`config.mk`:
```
export PLATFORM = sky130hd
export DESIGN_NAME = wildcard_glob_matcher_unit
export DESIGN_NICKNAME = d
export VERILOG_FILES = /design/src/hw/rtl/wgm_pkg.sv /design/src/hw/rtl/wildcard_glob_matcher_unit.sv
export SDC_FILE = /design/constraint.sdc
export NUM_CORES = 2
export LEC_CHECK = 0
export ABC_AREA = 1
export BUFFER_PORTS_ARGS = -buffer_cell sky130_fd_sc_hd__buf_4
export CORE_MARGIN = 2
export CORE_UTILIZATION = 38
export DETAILED_ROUTE_END_ITERATION = 8
export PLACE_DENSITY = 0.6
export SKIP_LAST_GASP = 1
export SLEW_MARGIN = 20
export SYNTH_ARGS = -nofsm -noshare
export SYNTH_HDL_FRONTEND = slang
export SYNTH_SLANG_ARGS = --single-unit
```
`constraint.sdc`:
```
create_clock -name clk -period 21.1 [get_ports clk]
set_input_delay 1.055 -clock clk [delete_from_list [all_inputs] [get_ports clk]]
set_output_delay 1.055 -clock clk [all_outputs]
set_load 0.005 [all_outputs]
```
`src/hw/rtl/wgm_pkg.sv`:
```
`timescale 1ns / 1ps
`default_nettype none
// ----------------------------------------------------------------------------
// wgm_pkg
// Shared constants for the glob pattern matcher: item kinds, special
// pattern characters and stream widths.
// ----------------------------------------------------------------------------
package wgm_pkg;

	localparam int MAX_PATTERN_DEF = 128;

	localparam int CHAR_W  = 8;
	localparam int INDEX_W = 16;
	localparam int OUT_W   = 24;   // matched + name_index, padded to bytes

	// item kind carried in tuser
	localparam logic FUNC_PATTERN = 1'b0;
	localparam logic FUNC_NAME    = 1'b1;

	localparam logic [CHAR_W-1:0] CH_ANY_ONE = 8'h3F;  // '?'
	localparam logic [CHAR_W-1:0] CH_ANY_RUN = 8'h2A;  // '*'

endpackage : wgm_pkg
`default_nettype wire

```
`src/hw/rtl/wildcard_glob_matcher_unit.sv`:
```
`timescale 1ns / 1ps
`default_nettype none
// ----------------------------------------------------------------------------
// wildcard_glob_matcher_unit
// Glob matcher ('?' any one char, '*' any run) run as a bit-parallel NFA.
//
// Usage: one input stream s_*, one result stream m_*. A beat with
// tuser = 0 loads a pattern character; tlast closes the pattern. A beat with
// tuser = 1 presents a name character; on the beat with tlast a result beat
// goes out with the match flag and the name's index (counted from the last
// pattern close, wrapping at 65536). Name beats sent while a pattern is open
// are dropped without a result.
// Flow: a beat is held in the input register, then updates the position
// vector; its result lands in the output register at that same edge.
// Throughput: one beat per cycle unless stalled; every pattern position
// (MAX_PATTERN + 1 bits) is updated at once, with a log-depth scan for '*' closure.
// Reset: the pattern is empty and closed, so every name reports no match.
// Stall: with a result waiting, s_tready drops only while the input register
// holds another last name beat; other beats keep flowing.
// ----------------------------------------------------------------------------
module wildcard_glob_matcher_unit
	import wgm_pkg::*;
#(
	parameter int MAX_PATTERN = MAX_PATTERN_DEF
) (
	input  wire logic              clk,
	input  wire logic              arst_n,
	// input stream
	input  wire logic              s_tvalid,
	output logic                   s_tready,
	input  wire logic [CHAR_W-1:0] s_tdata,   // [7:0] char_in
	input  wire logic              s_tuser,   // [0] func
	input  wire logic              s_tlast,
	// result stream
	output logic                   m_tvalid,
	input  wire logic              m_tready,
	output logic [OUT_W-1:0]       m_tdata    // [0] matched, [16:1] name_index, rest 0
);

	localparam int NP = MAX_PATTERN + 1;                          // positions 0..MAX
	localparam int LW = $clog2(MAX_PATTERN + 1);                  // pattern length
	localparam int IW = (MAX_PATTERN > 1) ? $clog2(MAX_PATTERN) : 1;
	localparam int LV = (NP > 1) ? $clog2(NP) : 1;                // scan levels

	// input register
	logic              v_s1;
	logic              func_s1;
	logic              last_s1;
	logic [CHAR_W-1:0] char_s1;

	// pattern store: each entry read by its own position slice
	logic [CHAR_W-1:0] chr_q [MAX_PATTERN];
	logic [MAX_PATTERN-1:0] star_q;
	logic [MAX_PATTERN-1:0] any_q;

	logic [LW-1:0]          len_q;
	logic                   closed_q;
	logic [MAX_PATTERN-1:0] en_q;       // position i < len
	logic [NP-1:0]          lead_q;     // start position closed over leading '*'
	logic [NP-1:0]          act_q;
	logic                   restart_q;  // act_q stale, use lead_q
	logic [INDEX_W-1:0]     cnt_q;

	logic                   out_match_q;
	logic [INDEX_W-1:0]     out_idx_q;
	logic                   out_v_q;

	logic                   is_pat, is_name, res_s1, adv;
	logic [LW-1:0]          wr_len;
	logic                   wr_ok;
	logic [IW-1:0]          wr_idx;
	logic                   wr_star;
	logic [NP-1:0]          lead_base, lead_n;
	logic [MAX_PATTERN-1:0] en_base, en_n;
	logic [NP-1:0]          eff, nxt;

	assign is_pat  = v_s1 && (func_s1 == FUNC_PATTERN);
	assign is_name = v_s1 && (func_s1 == FUNC_NAME) && closed_q;
	assign res_s1  = is_name && last_s1;
	assign adv     = !res_s1 || !out_v_q || m_tready;
	assign s_tready = !v_s1 || adv;

	// pattern write: a beat after close starts a fresh pattern
	assign wr_len    = closed_q ? '0 : len_q;
	assign wr_ok     = wr_len < LW'(MAX_PATTERN);
	assign wr_idx    = wr_len[IW-1:0];
	assign wr_star   = (char_s1 == CH_ANY_RUN);
	assign lead_base = closed_q ? NP'(1) : lead_q;
	assign en_base   = closed_q ? '0 : en_q;

	always_comb begin
		lead_n = lead_base;
		en_n   = en_base;
		if (wr_ok) begin
			en_n[wr_idx] = 1'b1;
			lead_n[wr_len + LW'(1)] = lead_base[wr_len] && wr_star;
		end
	end

	assign eff = restart_q ? lead_q : act_q;

	// one character step, then spread through runs of '*'
	always_comb begin
		logic [NP-1:0] g, p, gn, pn;
		int step;
		g = '0;
		p = '0;
		for (int i = 0; i < MAX_PATTERN; i++) begin
			if (eff[i] && en_q[i]) begin
				if (star_q[i])
					g[i] = 1'b1;
				else if (any_q[i] || chr_q[i] == char_s1)
					g[i+1] = 1'b1;
			end
			p[i+1] = en_q[i] && star_q[i];
		end
		for (int lv = 0; lv < LV; lv++) begin
			step = 1 << lv;
			for (int j = 0; j < NP; j++) begin
				if (j >= step) begin
					gn[j] = g[j] | (p[j] & g[j-step]);
					pn[j] = p[j] & p[j-step];
				end else begin
					gn[j] = g[j];
					pn[j] = p[j];
				end
			end
			g = gn;
			p = pn;
		end
		nxt = g;
	end

	always_ff @(posedge clk or negedge arst_n) begin
		if (!arst_n) begin
			v_s1 <= 1'b0;
		end else if (s_tready) begin
			v_s1 <= s_tvalid;
		end
	end

	always_ff @(posedge clk) begin
		if (s_tready && s_tvalid) begin
			func_s1 <= s_tuser;
			last_s1 <= s_tlast;
			char_s1 <= s_tdata;
		end
		if (is_pat && wr_ok) begin
			chr_q[wr_idx]  <= char_s1;
			star_q[wr_idx] <= wr_star;
			any_q[wr_idx]  <= (char_s1 == CH_ANY_ONE);
		end
		if (res_s1 && adv) begin
			out_match_q <= nxt[len_q];
			out_idx_q   <= cnt_q;
		end
	end

	always_ff @(posedge clk or negedge arst_n) begin
		if (!arst_n) begin
			len_q     <= '0;
			closed_q  <= 1'b1;
			en_q      <= '0;
			lead_q    <= NP'(1);
			act_q     <= NP'(1);
			restart_q <= 1'b1;
			cnt_q     <= '0;
			out_v_q   <= 1'b0;
		end else begin
			if (is_pat) begin
				closed_q <= last_s1;
				en_q     <= en_n;
				lead_q   <= lead_n;
				if (wr_ok)
					len_q <= wr_len + LW'(1);
				else
					len_q <= wr_len;
				if (last_s1) begin
					cnt_q     <= '0;
					restart_q <= 1'b1;
				end
			end else if (is_name && adv) begin
				act_q     <= nxt;
				restart_q <= last_s1;
				if (last_s1)
					cnt_q <= cnt_q + INDEX_W'(1);
			end
			if (res_s1 && adv)
				out_v_q <= 1'b1;
			else if (m_tready)
				out_v_q <= 1'b0;
		end
	end

	assign m_tvalid = out_v_q;
	assign m_tdata  = {{(OUT_W - INDEX_W - 1){1'b0}}, out_idx_q, out_match_q};

	// live positions never run past the stored pattern
	a_act_in_range: assert property (@(posedge clk) disable iff (!arst_n)
		(closed_q && !restart_q) |-> ((act_q & ~{en_q, 1'b1}) == '0))
		else $error("active position beyond pattern length");

	a_lead_in_range: assert property (@(posedge clk) disable iff (!arst_n)
		(lead_q[0] && ((lead_q & ~{en_q, 1'b1}) == '0)))
		else $error("start vector inconsistent with pattern length");

	// input side only waits on a stalled result
	a_stall_cause: assert property (@(posedge clk) disable iff (!arst_n)
		!s_tready |-> (m_tvalid && !m_tready && res_s1))
		else $error("input stalled without a blocked result");

endmodule : wildcard_glob_matcher_unit
`default_nettype wire
```
# Yosys cells after proc, flatten, opt, wreduce, memory -nomap -nowiden
# Memory sizes are Yosys's and may differ from the RTL's.
# Index checks and enable logic that the tools add are counted.
# totals
ff_bits,696
ramBits,1024
inputBits,14
word_cells,3311
mem_count,1
# mem_list
memory,depth,width,read_ports,rd_clocked_by_memory_dff,write_ports,line,text
chr_q,128,8,128,0,1,wildcard_glob_matcher_unit.sv:52,logic [CHAR_W-1:0] chr_q [MAX_PATTERN];
# op_classes
add_sub_neg,2
magnitude_cmp,7
n_eq_ne,132
muxes,541
n_bitwise,2206
reduce_logical,406
# ops
op,count
$and A1 B1 Y1,1426
$eq A8 B8 Y1,128
$or A1 B1 Y1,777
$mux W1,395
$mux W128,3
$logic_and A1 B1 Y1,267
$mux W129,2
$bwmux W128,2
$mux W2,128
$logic_or A1 B1 Y1,131
$bwmux W129,1
$or A128 B128 Y128,1
$mux W16,4
$lt A8 B9 Y1 const B,3
$add A16 B1 Y16 const B,1
$bmux W1 S8,2
$eq A8 B6 Y1 const B,2
$mux W8,2
$add A8 B1 Y8 const B,1
$demux W1 S8,1
$ge A8 B1 Y1 const B,1
$lt A7 B8 Y1 const B,1
$lt A8 B8 Y1 const B,1
$demux W1 S7,1
7 further kinds,13

# Depth between registers and ports, before layout
# An unclocked memory read counts as a cell.
# depth
ltp_word,271
mapped_depth,35
depth_no_buf,33

# Worst setup path after synthesis
# Ideal clock, no wire load.
# synth_path
kind,register to register
startpoint,register char_s1[1]
endpoint,register lead_q[106]
arrival_ns,6.831
required_time_ns,21.034
path_slack_ns,14.203
path_stages_with_launch,13
n_path_buf,7
path_cell_list,edfxtp_1 -> buf_2 -> buf_6 -> buf_6 -> buf_4 -> nand3_1 -> nor2_1 -> and2_1 -> buf_2 -> buf_2 -> clkbuf_1 -> o21ai_0 -> nand2_1
# synth_between
elab_chain_len,4
# synth_rtl
item,line,text
from (decl),wildcard_glob_matcher_unit.sv:49,logic [CHAR_W-1:0] char_s1;
from (signal assigned),wildcard_glob_matcher_unit.sv:146,char_s1 <= s_tdata;
$eq A8 B6 Y1,wildcard_glob_matcher_unit.sv:87,assign wr_star = (char_s1 == CH_ANY_RUN);
net wr_star,wildcard_glob_matcher_unit.sv:72,logic wr_star;
$logic_and A1 B1 Y1,wildcard_glob_matcher_unit.sv:96,lead_n[wr_len + LW'(1)] = lead_base[wr_len] && wr_star;
$bwmux W129,wildcard_glob_matcher_unit.sv:96,
$mux W129,wildcard_glob_matcher_unit.sv:94,if (wr_ok) begin
to (signal assigned),wildcard_glob_matcher_unit.sv:173,lead_q <= lead_n;
to (decl),wildcard_glob_matcher_unit.sv:59,logic [NP-1:0] lead_q;
# The timed path passes the listed nets, and every way through them passes these cells.
# A chain may end at the register's enable or synchronous reset.

# Final worst setup path
# layout_path
startpoint,register char_s1[6]
endpoint,register out_match_q (data pin)
# layout_between
elab_chain_len,24
elab_cells_between_ends,2315
# layout_rtl
item,line,text
$eq A8 B8 Y1,wildcard_glob_matcher_unit.sv:112,else if (any_q[i] || chr_q[i] == char_s1)
$logic_or A1 B1 Y1,wildcard_glob_matcher_unit.sv:112,
$mux W1,wildcard_glob_matcher_unit.sv:112,
$mux W1,wildcard_glob_matcher_unit.sv:110,if (star_q[i])
$mux W2,wildcard_glob_matcher_unit.sv:109,if (eff[i] && en_q[i]) begin
$mux W1,wildcard_glob_matcher_unit.sv:110,
$mux W2,wildcard_glob_matcher_unit.sv:109,
$and A1 B1 Y1,wildcard_glob_matcher_unit.sv:121,gn[j] = g[j] | (p[j] & g[j-step]);
(+7 left out),n/a,
$and A1 B1 Y1,wildcard_glob_matcher_unit.sv:121,
$or A1 B1 Y1,wildcard_glob_matcher_unit.sv:121,
$and A1 B1 Y1,wildcard_glob_matcher_unit.sv:121,
$or A1 B1 Y1,wildcard_glob_matcher_unit.sv:121,
$and A1 B1 Y1,wildcard_glob_matcher_unit.sv:121,
$or A1 B1 Y1 (2 in series),wildcard_glob_matcher_unit.sv:121,
$bmux W1 S8 *,wildcard_glob_matcher_unit.sv:154,out_match_q <= nxt[len_q];
$mux W1 (not written as such) *,wildcard_glob_matcher_unit.sv:154,
to (signal assigned),wildcard_glob_matcher_unit.sv:154,
to (decl),wildcard_glob_matcher_unit.sv:64,logic out_match_q;
# Every way passes the cells marked *; elsewhere a longest branch is shown, timed or not. The select of a mux whose other input is x is not followed.

==> run metrics <==
vias per inst=approximately 5.2; Multi-input gate area=0.0340 mm²; core area=about 0.24 mm²; first drt pass iteration count=8; PD cells=slightly above 80 mW/mm²; fmax=156 MHz; worst hold path class=in2async; Chip Height=approximately 500 µm; final setup violation count=0; largest net degree at the start of global routing=130; Max-Cap Viols=0; sequential cell area=0.0496 mm²; Core Rows=179; CTS resizes=0; number of synthesized flops with an enable pin=1307; Clock Sinks=1720; Max stage delay on crit path=0.58 ns; Final Skew=0.0679 ns; die area=0.243 mm²; initial antenna violation count=24; post-layout minimum cycle time=roughly 6.4 ns; R2R cell count=31; First DRT Iteration DRCs=8201; Yosys top cell area share=0.431; total CTS buffers=192; status=finished, final reports clean; Yosys top cell by area=edfxtp_1; Rel. slew slack=0.109; Slew @ Worst Pin=1.33 ns; Mean Syn Cell Area=8.64 µm²; Clock Latency Late Sink=roughly 0.92 ns; Fillers=23.5k; sequential area share after synthesis=0.545; total number of vias=just over 70k; synth warn=0; top-count cell post-synth=nand2_1; final hold vios=0; CP endpoint kind=register; Setup WS pre-CTS=roughly 15 ns; fraction of layout cells with a size suffix above 1=0.0553; Critical Path Fanout Max=74; Placer Congestion=between 1 and 1.5; Fin Setup TNS=0 ns; Area Overhead vs Synth=11.1%; Routed Wire Length=~350000 µm; FF+latch count, synth=1720; final worst slack=14.71 ns; ranking of synthesized cells by area=edfxtp_1 (43%), nand2_1 (13%), dfrtp_1 (11%); Final Max Tran Viols=0; post-CTS setup repair buffer count=0; critical path launch point=char_s1[6]; GRT Overall Usage=0.285; Leak=around 0.039 µW; Congestion Overflow GR=0; routed length per instance=25.2 µm; fin crit share=0.303; CTS tree=built; IO Count=40; RSZ-0062 raised after global routing=false; Max VDD drop=73.4 µV; asr flop ratio synth=0.240; Mapped Area=0.0910 mm²; WS Path Type=reg2reg; critical path's slowest cell=buf_4; nets@finish=10.6k; detailed placement HPWL=255000 µm; required time worst endpoint=21.74 ns; die width=493 µm; CTS max path bufs=3; post-synthesis cell count=around 11k; Reg2Reg Setup Slack=14.71 ns; Primary FF master, synth=edfxtp_1; most used cell, CP=nand2_1; first-pass GRT wire length=499000 µm; synth cell count leaders=nand2_1 (3153), inv_1 (1478), nor2_1 (1331), edfxtp_1 (1307), xnor2_1 (841); Critical Path Start Type=register; initial core utilization=0.382; post-route ant nets=0; Worst EP arrival=7.04 ns; Root Buffer=clkbuf_16; Worst-path clk slew=0.07 ns; IO Port Bufs=32; DR DRC count=0; Yosys cell types=55; CTS Hold Buffers Added=0; reg-to-reg critical path startpoint=char_s1[6]; H-tree lvl count=4; vias in the first global route=68.5k
## worst max-delay path: cells and delay by family, from the launching register on
| family | cells | cell delay (ns) |
|---|---|---|
| XOR/XNOR | 1 | 0.16 |
| buffers and inverters | 8 | 2.28 |
| flip-flops | 1 | 0.41 |
| AND/OR/NAND/NOR | 22 | 3.11 |
## cells in the final DEF (no fill, tap or decap), drive strengths merged, types with 127 or more instances in the layout
cell type and count:
inv 1516, o22ai 127, clkbuf 247, nand3 232, nand2 3154, edfxtp 1307, nor2 1340, o21ai 314
xnor2 841, a21oi 233, nor3 202, buf 184, dfrtp 409
## report_power, final
group	switching, µW	internal (µW)	leakage (µW)
Combinational	792	245	0.0183
Sequential	113	3720	0.0174
Clock	1500	1960	0.00309
## area by class of cell
class,instances,area share
sequential,1720,0.490
inverter,1507,0.0560
timing repair buffer,184,0.0150
antenna,13,0.000322
tap,3167,0.0392
clock buffer,247,0.0504
clock inverter,116,0.0131
multi-input combinational,6961,0.336
## state kept, by name (all words and copies together) (netlist names), 8 cells and up
register / cells
out_idx_q: 16
any_q: 128
cnt_q: 16
star_q: 128
lead_q: 129
act_q: 128
chr_q: 1024
char_s1: 8
len_q: 8
en_q: 128
## worst paths after layout
kind	end
setup / recovery	out_match_q
hold / removal	en_q[34]
setup reg to reg	out_match_q
hold reg to reg	out_idx_q[4]
max in group asynchronous	act_q[7]
min in group clk	char_s1[0]
## cells by family after synthesis
logic type	synth area share
buffers and inverters	0.0847
AO/OA/AOI/OAI	0.0558
other	0.0000412
AND/OR/NAND/NOR	0.224
flip-flops	0.545
XOR/XNOR	0.0895
adder cells (fa/ha/maj)	0.000962
## through the flow
| stage | power [µW] | instances | hold slack [ns] | util | area (µm²) |
|---|---|---|---|---|---|
| floorplan | 4400 | 10541 | 0.425 | - | 91100 |
| global placement | 4900 | 13539 | 0.445 | 0.398 | 94700 |
| detailed placement | 4910 | 13539 | 0.462 | 0.398 | 94700 |
| CTS | 8350 | 13902 | 0.204 | 0.425 | 101000 |
| global route | 8560 | 13903 | 0.264 | 0.425 | 101000 |
| finish | 8330 | 13915 | 0.227 | 0.425 | 101000 |
## per-layer routing
layer	track usage	up-vias	share of wire
met5	0	-	0.00059
met4	0.106	6	0.040
met3	0.0517	592	0.071
met2	0.430	2747	0.43
met1	0.407	35093	0.45
li1	-	33514	-
Note: power is estimated with default switching activity, not from simulation.
